`src/rtl/famr_pkg.sv`:
```
package famr_pkg;

    localparam int STATUS_W = 2;
    localparam int NUM_OUT_W = 33;
    localparam int DEN_OUT_W = 32;
    localparam int EXT_W = 64;

    typedef enum logic [STATUS_W-1:0] {
        ST_OK       = 2'd0,
        ST_DEN_ZERO = 2'd1,
        ST_NUM_ZERO = 2'd2
    } t_status;

    typedef enum logic [1:0] {
        MS_AN_BD = 2'd0,
        MS_BN_AD = 2'd1,
        MS_AD_BD = 2'd2,
        MS_AN_BN = 2'd3
    } t_msel;

    typedef enum logic [3:0] {
        S_IDLE,
        S_MUL0,
        S_MUL1,
        S_MUL2,
        S_MUL3,
        S_CHECK,
        S_GCD,
        S_DIVI,
        S_DIVN,
        S_DIVD,
        S_FIN
    } t_state;

    typedef struct packed {
        logic  load;
        t_msel mul_sel;
        logic  num_set;
        logic  num_add;
        logic  den_set;
        logic  gcd_init;
        logic  gcd_step;
        logic  div_init;
        logic  div_den;
        logic  div_step;
        logic  qn_save;
        logic  out_load;
    } t_cmd;

    typedef struct packed {
        logic mode;
        logic den_zero;
        logic num_zero;
        logic gcd_done;
        logic div_done;
        logic out_free;
    } t_sts;

endpackage

```
`src/rtl/famr_if.sv`:
```
interface famr_in_if #(
    parameter int W = 16
);
    logic                valid;
    logic                ready;
    logic                mode;
    logic signed [W-1:0] a_num;
    logic signed [W-1:0] a_den;
    logic signed [W-1:0] b_num;
    logic signed [W-1:0] b_den;

    modport source (output valid, mode, a_num, a_den, b_num, b_den, input ready);
    modport sink (input valid, mode, a_num, a_den, b_num, b_den, output ready);
endinterface

interface famr_out_if;
    logic                                 valid;
    logic                                 ready;
    logic [famr_pkg::STATUS_W-1:0]        status;
    logic signed [famr_pkg::NUM_OUT_W-1:0] res_num;
    logic signed [famr_pkg::DEN_OUT_W-1:0] res_den;

    modport source (output valid, status, res_num, res_den, input ready);
    modport sink (input valid, status, res_num, res_den, output ready);
endinterface

```
`src/rtl/famr_ctrl.sv`:
```
module famr_ctrl (
    input  logic              i_clk,
    input  logic              i_rst_n,
    input  logic              i_in_valid,
    output logic              o_in_ready,
    input  famr_pkg::t_sts    i_sts,
    output famr_pkg::t_cmd    o_cmd
);

    famr_pkg::t_state r_state;
    famr_pkg::t_state n_state;

    always_ff @(posedge i_clk) begin
        if (!i_rst_n) begin
            r_state <= famr_pkg::S_IDLE;
        end else begin
            r_state <= n_state;
        end
    end

    always_comb begin
        n_state = r_state;
        o_in_ready = 1'b0;
        o_cmd = '0;
        o_cmd.mul_sel = famr_pkg::MS_AN_BD;
        case (r_state)
            famr_pkg::S_IDLE: begin
                o_in_ready = 1'b1;
                if (i_in_valid) begin
                    o_cmd.load = 1'b1;
                    n_state = famr_pkg::S_MUL0;
                end
            end
            famr_pkg::S_MUL0: begin
                o_cmd.mul_sel = i_sts.mode ? famr_pkg::MS_AN_BN : famr_pkg::MS_AN_BD;
                n_state = famr_pkg::S_MUL1;
            end
            famr_pkg::S_MUL1: begin
                o_cmd.num_set = 1'b1;
                o_cmd.mul_sel = famr_pkg::MS_BN_AD;
                n_state = famr_pkg::S_MUL2;
            end
            famr_pkg::S_MUL2: begin
                o_cmd.num_add = !i_sts.mode;
                o_cmd.mul_sel = famr_pkg::MS_AD_BD;
                n_state = famr_pkg::S_MUL3;
            end
            famr_pkg::S_MUL3: begin
                o_cmd.den_set = 1'b1;
                n_state = famr_pkg::S_CHECK;
            end
            famr_pkg::S_CHECK: begin
                if (i_sts.den_zero || i_sts.num_zero) begin
                    n_state = famr_pkg::S_FIN;
                end else begin
                    o_cmd.gcd_init = 1'b1;
                    n_state = famr_pkg::S_GCD;
                end
            end
            famr_pkg::S_GCD: begin
                o_cmd.gcd_step = 1'b1;
                if (i_sts.gcd_done) begin
                    n_state = famr_pkg::S_DIVI;
                end
            end
            famr_pkg::S_DIVI: begin
                o_cmd.div_init = 1'b1;
                n_state = famr_pkg::S_DIVN;
            end
            famr_pkg::S_DIVN: begin
                if (i_sts.div_done) begin
                    o_cmd.qn_save = 1'b1;
                    o_cmd.div_init = 1'b1;
                    o_cmd.div_den = 1'b1;
                    n_state = famr_pkg::S_DIVD;
                end else begin
                    o_cmd.div_step = 1'b1;
                end
            end
            famr_pkg::S_DIVD: begin
                if (i_sts.div_done) begin
                    n_state = famr_pkg::S_FIN;
                end else begin
                    o_cmd.div_step = 1'b1;
                end
            end
            famr_pkg::S_FIN: begin
                if (i_sts.out_free) begin
                    o_cmd.out_load = 1'b1;
                    n_state = famr_pkg::S_IDLE;
                end
            end
            default: begin
                n_state = famr_pkg::S_IDLE;
            end
        endcase
    end

endmodule

```
`src/rtl/famr_dp.sv`:
```
module famr_dp #(
    parameter int OPERAND_WIDTH = 16
) (
    input  logic                                   i_clk,
    input  logic                                   i_rst_n,
    input  famr_pkg::t_cmd                         i_cmd,
    output famr_pkg::t_sts                         o_sts,
    input  logic                                   i_mode,
    input  logic signed [OPERAND_WIDTH-1:0]        i_a_num,
    input  logic signed [OPERAND_WIDTH-1:0]        i_a_den,
    input  logic signed [OPERAND_WIDTH-1:0]        i_b_num,
    input  logic signed [OPERAND_WIDTH-1:0]        i_b_den,
    output logic                                   o_out_valid,
    input  logic                                   i_out_ready,
    output logic [famr_pkg::STATUS_W-1:0]          o_status,
    output logic signed [famr_pkg::NUM_OUT_W-1:0]  o_res_num,
    output logic signed [famr_pkg::DEN_OUT_W-1:0]  o_res_den
);

    localparam int W = OPERAND_WIDTH;
    localparam int RW = (2 * W + 1 > famr_pkg::EXT_W) ? famr_pkg::EXT_W : 2 * W + 1;
    localparam int CW = $clog2(RW + 1);

    logic                   r_mode;
    logic signed [W-1:0]    r_an;
    logic signed [W-1:0]    r_ad;
    logic signed [W-1:0]    r_bn;
    logic signed [W-1:0]    r_bd;
    logic signed [W-1:0]    w_ma;
    logic signed [W-1:0]    w_mb;
    logic signed [2*W-1:0]  w_prod;
    logic signed [2*W-1:0]  r_prod;
    logic signed [RW-1:0]   r_num;
    logic signed [RW-1:0]   r_den;
    logic [RW-1:0]          w_num_u;
    logic [RW-1:0]          w_den_u;
    logic [RW-1:0]          w_mag_num;
    logic [RW-1:0]          w_mag_den;

    logic [RW-1:0]          r_u;
    logic [RW-1:0]          r_v;
    logic [CW-1:0]          r_k;
    logic [RW-1:0]          r_g;
    logic [RW-1:0]          w_u_minus_v;
    logic [RW-1:0]          w_v_minus_u;
    logic                   w_gcd_done;

    logic [RW-1:0]          r_rem;
    logic [RW-1:0]          r_quo;
    logic [CW-1:0]          r_cnt;
    logic [RW-1:0]          r_qn;
    logic [RW:0]            w_sh;
    logic [RW:0]            w_trial;
    logic                   w_fit;

    logic [RW-1:0]          w_qn_neg;
    logic [RW-1:0]          w_qd_neg;
    logic signed [RW-1:0]   w_qn_s;
    logic signed [RW-1:0]   w_qd_s;
    logic signed [famr_pkg::EXT_W-1:0] w_qn_ext;
    logic signed [famr_pkg::EXT_W-1:0] w_qd_ext;

    logic                                  r_out_valid;
    logic [famr_pkg::STATUS_W-1:0]         r_status;
    logic signed [famr_pkg::NUM_OUT_W-1:0] r_res_num;
    logic signed [famr_pkg::DEN_OUT_W-1:0] r_res_den;

    always_comb begin
        case (i_cmd.mul_sel)
            famr_pkg::MS_AN_BD: begin
                w_ma = r_an;
                w_mb = r_bd;
            end
            famr_pkg::MS_BN_AD: begin
                w_ma = r_bn;
                w_mb = r_ad;
            end
            famr_pkg::MS_AD_BD: begin
                w_ma = r_ad;
                w_mb = r_bd;
            end
            famr_pkg::MS_AN_BN: begin
                w_ma = r_an;
                w_mb = r_bn;
            end
            default: begin
                w_ma = r_an;
                w_mb = r_bd;
            end
        endcase
    end

    assign w_prod = w_ma * w_mb;

    assign w_num_u = r_num;
    assign w_den_u = r_den;
    assign w_mag_num = r_num[RW-1] ? (~w_num_u + RW'(1)) : w_num_u;
    assign w_mag_den = r_den[RW-1] ? (~w_den_u + RW'(1)) : w_den_u;

    assign w_u_minus_v = r_u - r_v;
    assign w_v_minus_u = r_v - r_u;
    assign w_gcd_done = r_u[0] && r_v[0] && (r_u == r_v);

    assign w_sh = {r_rem, r_quo[RW-1]};
    assign w_trial = w_sh - {1'b0, r_g};
    assign w_fit = !w_trial[RW];

    always_ff @(posedge i_clk) begin
        r_prod <= w_prod;
        if (i_cmd.load) begin
            r_mode <= i_mode;
            r_an <= i_a_num;
            r_ad <= i_a_den;
            r_bn <= i_b_num;
            r_bd <= i_b_den;
        end
        if (i_cmd.num_set) begin
            r_num <= RW'(r_prod);
        end else if (i_cmd.num_add) begin
            r_num <= r_num + RW'(r_prod);
        end
        if (i_cmd.den_set) begin
            r_den <= RW'(r_prod);
        end
    end

    always_ff @(posedge i_clk) begin
        if (i_cmd.gcd_init) begin
            r_u <= w_mag_num;
            r_v <= w_mag_den;
            r_k <= '0;
        end else if (i_cmd.gcd_step) begin
            if (!r_u[0] && !r_v[0]) begin
                r_u <= r_u >> 1;
                r_v <= r_v >> 1;
                r_k <= r_k + CW'(1);
            end else if (!r_u[0]) begin
                r_u <= r_u >> 1;
            end else if (!r_v[0]) begin
                r_v <= r_v >> 1;
            end else if (r_u == r_v) begin
                r_g <= r_u << r_k;
            end else if (r_u > r_v) begin
                r_u <= w_u_minus_v >> 1;
            end else begin
                r_v <= w_v_minus_u >> 1;
            end
        end
    end

    always_ff @(posedge i_clk) begin
        if (i_cmd.qn_save) begin
            r_qn <= r_quo;
        end
        if (i_cmd.div_init) begin
            r_rem <= '0;
            r_quo <= i_cmd.div_den ? w_mag_den : w_mag_num;
            r_cnt <= CW'(RW);
        end else if (i_cmd.div_step) begin
            r_rem <= w_fit ? w_trial[RW-1:0] : w_sh[RW-1:0];
            r_quo <= {r_quo[RW-2:0], w_fit};
            r_cnt <= r_cnt - CW'(1);
        end
    end

    assign w_qn_neg = ~r_qn + RW'(1);
    assign w_qd_neg = ~r_quo + RW'(1);
    assign w_qn_s = r_num[RW-1] ? w_qn_neg : r_qn;
    assign w_qd_s = r_den[RW-1] ? w_qd_neg : r_quo;
    assign w_qn_ext = famr_pkg::EXT_W'(w_qn_s);
    assign w_qd_ext = famr_pkg::EXT_W'(w_qd_s);

    always_ff @(posedge i_clk) begin
        if (!i_rst_n) begin
            r_out_valid <= 1'b0;
        end else if (i_cmd.out_load) begin
            r_out_valid <= 1'b1;
        end else if (i_out_ready) begin
            r_out_valid <= 1'b0;
        end
    end

    always_ff @(posedge i_clk) begin
        if (i_cmd.out_load) begin
            if (r_den == '0) begin
                r_status <= famr_pkg::ST_DEN_ZERO;
                r_res_num <= '0;
                r_res_den <= '0;
            end else if (r_num == '0) begin
                r_status <= famr_pkg::ST_NUM_ZERO;
                r_res_num <= '0;
                r_res_den <= famr_pkg::DEN_OUT_W'(1);
            end else begin
                r_status <= famr_pkg::ST_OK;
                r_res_num <= w_qn_ext[famr_pkg::NUM_OUT_W-1:0];
                r_res_den <= w_qd_ext[famr_pkg::DEN_OUT_W-1:0];
            end
        end
    end

    assign o_sts.mode = r_mode;
    assign o_sts.den_zero = (r_den == '0);
    assign o_sts.num_zero = (r_num == '0);
    assign o_sts.gcd_done = w_gcd_done;
    assign o_sts.div_done = (r_cnt == '0);
    assign o_sts.out_free = !r_out_valid || i_out_ready;

    assign o_out_valid = r_out_valid;
    assign o_status = r_status;
    assign o_res_num = r_res_num;
    assign o_res_den = r_res_den;

endmodule

```
`src/rtl/fraction_add_mul_reduce_core.sv`:
```
// A zero numerator or denominator goes from the check straight to the output register;
// otherwise the binary GCD loop runs on the magnitudes, R = min(2*OPERAND_WIDTH+1, 64) bits,
// and the restoring divider (one quotient bit a cycle) runs twice, dividing each by the GCD.
// Words are taken one at a time: a new word is accepted only while the controller is idle.
// A finished result waits in the output register while the next word is taken.
// Reset (synchronous, active low) returns the controller to idle and empties the output.
module fraction_add_mul_reduce_core #(
    parameter int OPERAND_WIDTH = 16
) (
    input  logic              i_clk,
    input  logic              i_rst_n,
    famr_in_if.sink           i_in,
    famr_out_if.source        o_out
);

    famr_pkg::t_cmd w_cmd;
    famr_pkg::t_sts w_sts;

    famr_ctrl u_ctrl (
        .i_clk      (i_clk),
        .i_rst_n    (i_rst_n),
        .i_in_valid (i_in.valid),
        .o_in_ready (i_in.ready),
        .i_sts      (w_sts),
        .o_cmd      (w_cmd)
    );

    famr_dp #(
        .OPERAND_WIDTH (OPERAND_WIDTH)
    ) u_dp (
        .i_clk       (i_clk),
        .i_rst_n     (i_rst_n),
        .i_cmd       (w_cmd),
        .o_sts       (w_sts),
        .i_mode      (i_in.mode),
        .i_a_num     (i_in.a_num),
        .i_a_den     (i_in.a_den),
        .i_b_num     (i_in.b_num),
        .i_b_den     (i_in.b_den),
        .o_out_valid (o_out.valid),
        .i_out_ready (o_out.ready),
        .o_status    (o_out.status),
        .o_res_num   (o_out.res_num),
        .o_res_den   (o_out.res_den)
    );

endmodule

```
`src/flat_wrapper.sv`:
```
// flat-port wrapper written by rule: the top's interface ports become plain ports
module fraction_add_mul_reduce_core_flat 
#(
    parameter int OPERAND_WIDTH = 16
)
  (i_clk, i_rst_n, i_in_valid, i_in_mode, i_in_a_num, i_in_a_den, i_in_b_num, i_in_b_den, i_in_ready, o_out_valid, o_out_status, o_out_res_num, o_out_res_den, o_out_ready);
  famr_in_if #(.W((16))) i_in_i ();
  famr_out_if o_out_i ();
  input  logic i_clk;
  input  logic i_rst_n;
  input wire logic [$bits(i_in_i.valid)-1:0] i_in_valid;
  input wire logic [$bits(i_in_i.mode)-1:0] i_in_mode;
  input wire logic [$bits(i_in_i.a_num)-1:0] i_in_a_num;
  input wire logic [$bits(i_in_i.a_den)-1:0] i_in_a_den;
  input wire logic [$bits(i_in_i.b_num)-1:0] i_in_b_num;
  input wire logic [$bits(i_in_i.b_den)-1:0] i_in_b_den;
  output wire logic [$bits(i_in_i.ready)-1:0] i_in_ready;
  output wire logic [$bits(o_out_i.valid)-1:0] o_out_valid;
  output wire logic [$bits(o_out_i.status)-1:0] o_out_status;
  output wire logic [$bits(o_out_i.res_num)-1:0] o_out_res_num;
  output wire logic [$bits(o_out_i.res_den)-1:0] o_out_res_den;
  input wire logic [$bits(o_out_i.ready)-1:0] o_out_ready;
  assign i_in_i.valid = i_in_valid;
  assign i_in_i.mode = i_in_mode;
  assign i_in_i.a_num = i_in_a_num;
  assign i_in_i.a_den = i_in_a_den;
  assign i_in_i.b_num = i_in_b_num;
  assign i_in_i.b_den = i_in_b_den;
  assign i_in_ready = i_in_i.ready;
  assign o_out_valid = o_out_i.valid;
  assign o_out_status = o_out_i.status;
  assign o_out_res_num = o_out_i.res_num;
  assign o_out_res_den = o_out_i.res_den;
  assign o_out_i.ready = o_out_ready;
  fraction_add_mul_reduce_core #(.OPERAND_WIDTH(OPERAND_WIDTH)) u_core (.i_clk(i_clk), .i_rst_n(i_rst_n), .i_in(i_in_i), .o_out(o_out_i));
endmodule
```
`config.mk`:
```
export PLATFORM = sky130hd
export DESIGN_NAME = fraction_add_mul_reduce_core_flat
export DESIGN_NICKNAME = d
export VERILOG_FILES = /design/src/rtl/famr_pkg.sv /design/src/rtl/famr_if.sv /design/src/rtl/famr_ctrl.sv /design/src/rtl/famr_dp.sv /design/src/rtl/fraction_add_mul_reduce_core.sv /design/src/flat_wrapper.sv
export SDC_FILE = /design/constraint.sdc
export NUM_CORES = 2
export LEC_CHECK = 0
export ABC_AREA = 1
export BUFFER_PORTS_ARGS = -buffer_cell sky130_fd_sc_hd__buf_2
export CAP_MARGIN = 15
export CORE_ASPECT_RATIO = 0.5
export CORE_MARGIN = 1
export CORE_UTILIZATION = 45
export DETAILED_ROUTE_END_ITERATION = 8
export PLACE_DENSITY = 0.69
export REMOVE_ABC_BUFFERS = 1
export SETUP_SLACK_MARGIN = 0.05
export SKIP_CTS_REPAIR_TIMING = 1
export SYNTH_ARGS = -nofsm -noshare
export SYNTH_HDL_FRONTEND = slang
export SYNTH_HIERARCHICAL = 1
export SYNTH_SLANG_ARGS = --single-unit
```
`constraint.sdc`:
```
create_clock -name i_clk -period 7.93 [get_ports i_clk]
set_input_delay 1.586 -clock i_clk [delete_from_list [all_inputs] [get_ports i_clk]]
set_output_delay 1.586 -clock i_clk [all_outputs]
set_load 0.05 [all_outputs]
```
## Yosys cells after proc, flatten, opt, wreduce, memory -nomap -nowiden

Index checks and enable logic that the tools add are counted.

- Bits in registers: 444
- Input port bits: 69
- Output and inout bits: 69
- Logic and storage cells: 154

- $add $sub $neg: 10
- Multipliers: 1
- Magnitude comparators: 1
- Equal/unequal tests: 24
- Shift-type cells: 1
- Muxes and demuxes: 57
- Bitwise operators: 6
- Reduce and logical (&&, ||, !) cells: 30

Operators by type and width:

| operator | count |
|---|---|
| two-way mux 33 bit | 23 |
| adder 33 x 1 -> 33 bit, second input constant | 3 |
| NOT 33 bit | 3 |
| case mux 16 bit (3 select lines) | 2 |
| zero test 33 bit | 2 |
| subtractor 33 bit | 2 |
| case mux 4 bit (11 select lines) | 1 |
| subtractor 34 x 33 -> 34 bit | 1 |
| adder 33 x 32 -> 33 bit | 1 |
| equality test 33 bit | 1 |
| greater-than comparator 33 bit | 1 |
| << shifter 33 x 6 -> 33 bit | 1 |
| adder 32 x 1 -> 32 bit, second input constant | 1 |
| multiplier 16 x 16 -> 32 bit | 1 |
| two-way mux 32 bit | 1 |
| NOT 32 bit | 1 |
| two-way mux 4 bit | 6 |
| two-way mux 1 bit | 19 |
| equality test 4 x 3 -> 1 bit, second input constant | 4 |
| equality test 4 bit, second input constant | 3 |
| inequality test 2 bit, second input constant | 5 |
| equality test 4 x 2 -> 1 bit, second input constant | 2 |
| inequality test 4 x 1 -> 1 bit, second input constant | 2 |
| inequality test 4 x 2 -> 1 bit, second input constant | 2 |
| 23 further kinds | 42 |

## Logic depth before layout (Yosys ltp)

- Word-level depth: 8
- Depth in mapped cells: 38
- Gate-level depth less buffers: 34

## Hierarchy

The synthesis kept the hierarchy.

By module, submodules not included:

| module | instances | cells an instance | area an instance (um2) | seq. area each (um2) |
|---|---|---|---|---|
| famr_dp | 1 | 5559 | 41688.7 | 12431.9 |
| famr_ctrl | 1 | 76 | 415.4 | 80.1 |

## Least setup slack after synthesis

No wires, ideal clock.

- Path type: register -> register
- From: reg u_core.u_ctrl.r_state[2]
- To: reg u_core.u_dp.r_prod[31]
- Library setup time: 0.058 ns
- Arrival time: 7.447 ns
- Data required time: 7.872 ns
- Slack: 0.425 ns
- Stages on the path, launching flop included: 28
- Buffers on the path: 3
- Period minus slack after synthesis: 7.505 ns
- Cells stage by stage: dfxtp_1 nor2_1 o21ai_0 nor3_1 inv_1 buf_1 ha_1 clkbuf_1 nor2_1 o22ai_1 clkbuf_1 nor2_1 fa_1 fa_1 inv_1 fa_1 fa_1 fa_1 fa_1 inv_1 ha_1 nand2_1 nor2_1 nand2_1 o211ai_1 nor2_1 or2_2 nand2_1

RTL lines:

| item | line | text |
|---|---|---|
| from (decl) | famr_ctrl.sv:10 | `famr_pkg::t_state r_state;` |
| from (signal assigned) | famr_ctrl.sv:15 | `r_state <= famr_pkg::S_IDLE;` |
| from (signal assigned) | famr_ctrl.sv:17 | `r_state <= n_state;` |
| to (signal assigned) | famr_dp.sv:109 | `r_prod <= w_prod;` |
| to (decl) | famr_dp.sv:32 | `logic signed [2*W-1:0] r_prod;` |

==> flow_results.org <==
** Layout
- Leaving out fill and tap cells, the most frequent cell in the layout is nand2_1.
- The sequential cells in the finished layout cover a total of 12,500 sq um.
- Relative to the synthesized area, the layout overhead comes to 8.61%.
- Net count, final :: 6,298
- In the final layout, the share of cells above drive strength 1 is 7.38%.
- Inserted Diodes :: 0
- After routing the design area is 45,700 sq um.
- Number of fill cells :: 8,910
- Non-filler instance count after layout :: 7,012
- The library cells used most frequently in the layout, excluding fill and tap cells, are nand2_1, inv_1, nor2_1.
- Footprint of the multi-input gates :: 25,100 sq um

** Floorplan
- Die area :: 94,900 sq um
- The die is 218 microns tall.
- For this design the top-level I/O count stands at 138.
- From left edge to right edge, the die measures 435 microns.
- Once the floorplan was initialized, standard cells occupied 45.9% of the core.
- After floorplanning, the core was divided into 78 placement rows.
- In this run the standard cell core region covers 91,600 sq um.

** Worst setup path
- Crit path buf inv count :: 10
- CP endpoint kind :: flip-flop
- In this run the worst path has a maximum fanout of 15.
- Crit path max-delay cell type :: fa_1
- WP data arrival :: 8.02 ns
- Crit Path Category :: reg2reg
- Data required time of the critical path :: 8.48 ns
- Category of cells accounting for the largest share of critical-path delay :: adder cells
- The most numerous cell type found on the critical path is fa_1.
- For this run, the slowest stage of the critical path takes 0.54 ns.
- Startpoint type of the worst setup path :: flip-flop

** Timing
- The worst path uses 94.1% of the clock period.
- Unrepaired setup endpoints after global routing :: no
- At the pin with the least slew margin, the transition time is 1.31 ns.
- Clock period minus worst slack :: 7.47 ns
- Final Skew :: 0.0413 ns
- Maximum frequency from static timing analysis :: 0.134 GHz
- Max-slew violation count :: 0
- Worst hold margin :: 0.471 ns
- Slew headroom :: 11.8%
- Setup violations remaining at the end of the flow were counted as 0.
- Hold violation count in the final report :: 0

** Logic synthesis
- Most common flop cell mapped by yosys :: edfxtp_1
- The mapped netlist covers 42,100 sq um.
- In the synthesized netlist the async set-or-reset flop fraction comes to 0%.
- Sequential area share after synthesis :: 29.7%
- Yosys printed 6 warnings.
- Count of flip-flops with a built-in enable after synthesis :: 362
- Synthesized area per cell :: 7.47 sq um
- Synthesized instance count :: 5,635
- In this run, distinct cell masters in the synthesized netlist total 63.
- Synthesized flop and latch total :: 444

** Hold path
- Min-delay worst type :: reg2reg

** Detailed routing
- Detailed-routing iteration count for the pre-antenna-repair pass :: 6
- Detailed Route Iter0 Violations :: 3,721
- Final wirelength :: 143 mm
- The detail route stage leaves a number of antenna-violating nets equal to 0.
- The routed layout has 38,500 vias.
- Routed via count divided by cell count :: 5.49
- In the final routed layout, each cell accounts on average for 20.4 microns.
- For this run, design rule violations remaining after detail routing come to 0.

** Placed design
- Weighted congestion reported at the end of routability-driven placement :: 1.04
- Port buffering added 137 buffers.
- Inst Count DP :: 6,926
- Hpwl dp :: 116 mm
- Dpl cell area :: 44,200 sq um

** Flow run
- Maxcap violations :: 0

** Clocking
- Source-to-sink clock delay at the later pin of the worst-skew pair :: 0.64 ns
- No sink is reached through more buffers than the 3 on the longest clock path.
- TritonCTS built the clock tree.
- Clock Pin Slew Worst Setup and Hold Paths :: 0.07 ns
- In this run the clock root is driven by a clkbuf_16.
- In this run, CTS created clock tree buffers numbering 43.
- CTS saw 444 sinks.
- CTS built an H-tree with a depth of 2.

** Global routing
- The number of global-route vias before repair is 37,600.
- Global routing used 30.3% of the available tracks.
- The first global-routing pass estimated 219 mm of wire.
- Overall overflow remaining after global route :: 0
- The number of antenna violations at the first check in global routing is 0.
- Entering global routing, the biggest net connects 69 pins.

** Run status
- The run finished with clean final reports.
final timing paths:
| check | startpoint | endpoint | slack, ns | cells past startpoint |
|---|---|---|---|---|
| worst min-delay path | u_core/u_dp/r_rem[2]$_SDFFE_PP0P_ | u_core/u_dp/r_rem[2]$_SDFFE_PP0P_ | 0.47 | 2 |
| worst max-delay path | u_core/u_ctrl/r_state[2]$_SDFFE_PN0P_ | u_core/u_dp/r_prod[31]$_DFF_P_ | 0.46 | 31 |
| worst min register to register | u_core/u_dp/r_rem[2]$_SDFFE_PP0P_ | u_core/u_dp/r_rem[2]$_SDFFE_PP0P_ | 0.47 | 2 |
| worst max register to register | u_core/u_ctrl/r_state[2]$_SDFFE_PN0P_ | u_core/u_dp/r_prod[31]$_DFF_P_ | 0.46 | 31 |
metal layers:
| layer | share of wire (%) | global-route usage (%) | up-vias |
|---|---|---|---|
| met2 | 45 | 49.1 | 1655 |
| met4 | 4.2 | 11.8 | 0 |
| met5 | 0 | 0 | - |
| met1 | 43 | 40.8 | 18400 |
| li1 | - | - | 18100 |
| met3 | 7.9 | 4.31 | 299 |
state kept, by name, summed over array words and instances (netlist names), 2 cells and up:
register and cells:
u_core/u_ctrl/r_state 4, u_core/u_dp/r_cnt 6, u_core/u_dp/r_quo 33, u_core/u_dp/r_den 32, u_core/u_dp/o_status 2, u_core/u_dp/r_g 33
u_core/u_dp/r_ad 16, u_core/u_dp/r_rem 33, u_core/u_dp/r_u 33, u_core/u_dp/r_prod 32, u_core/u_dp/r_qn 33, u_core/u_dp/r_bd 16
u_core/u_dp/r_v 33, u_core/u_dp/r_bn 16, u_core/u_dp/r_k 6, u_core/u_dp/r_an 16, u_core/u_dp/o_res_num 33, u_core/u_dp/r_num 33
u_core/u_dp/o_res_den 32
stage by stage:
| stage | setup slack (ns) | setup TNS, ns | utilization (%) |
|---|---|---|---|
| 6_report | 0.464 | 0 | 49.9 |
| 5_1_grt | 0.0456 | 0 | 49.9 |
| 4_1_cts | -0.0138 | -0.0138 | 49.8 |
| 3_5_place_dp | 0.0188 | 0 | 48.2 |
| 3_3_place_gp | 0.177 | 0 | 48.2 |
| 2_1_floorplan | 0.115 | 0 | - |
cell usage after synthesis, types with 28 or more instances:
library cell	number	area [sq um]
a21oi_1	229	1150
a22oi_1	28	210
buf_2	33	165
clkbuf_1	89	334
dfxtp_1	82	1640
edfxtp_1	362	10900
fa_1	266	5330
ha_1	226	2830
inv_1	972	3650
nand2_1	1421	5330
nand3_1	327	1640
nand3b_1	41	308
nand4_1	83	519
nor2_1	639	2400
nor3_1	53	265
o21ai_0	243	1220
xnor2_1	63	552
xor2_1	125	1090
final cells by class:
| type | count | share of cell area (%) |
|---|---|---|
| Clock buffer | 61 | 2.66 |
| Clock inverter | 19 | 0.482 |
| Inverter | 995 | 8.19 |
| Multi-Input combinational cell | 4033 | 55.0 |
| Sequential cell | 444 | 27.4 |
| Tap cell | 1240 | 3.39 |
| Timing Repair Buffer | 220 | 2.94 |
logic make-up after synthesis:
| group | count (synthesis) | share of synthesized area, % |
|---|---|---|
| AOI/OAI and AO/OA | 667 | 9.12 |
| xor gates and xnor gates | 188 | 3.91 |
| adders and majority gates | 492 | 19.4 |
| buffers and inverters | 1158 | 10.8 |
| DFF | 444 | 29.7 |
| muxes | 9 | 0.214 |
| other | 1 | 0.00891 |
| and+or+nand+nor | 2676 | 26.9 |
tightest hold or removal path: stages (launching register included):
cell and delay (ns):
dfxtp_1 0.32, nand2_1 0.07, nand2_1 0.04
Power is not shown: default switching activity piles up to over one toggle a cycle in this logic, so the estimate is an artifact.
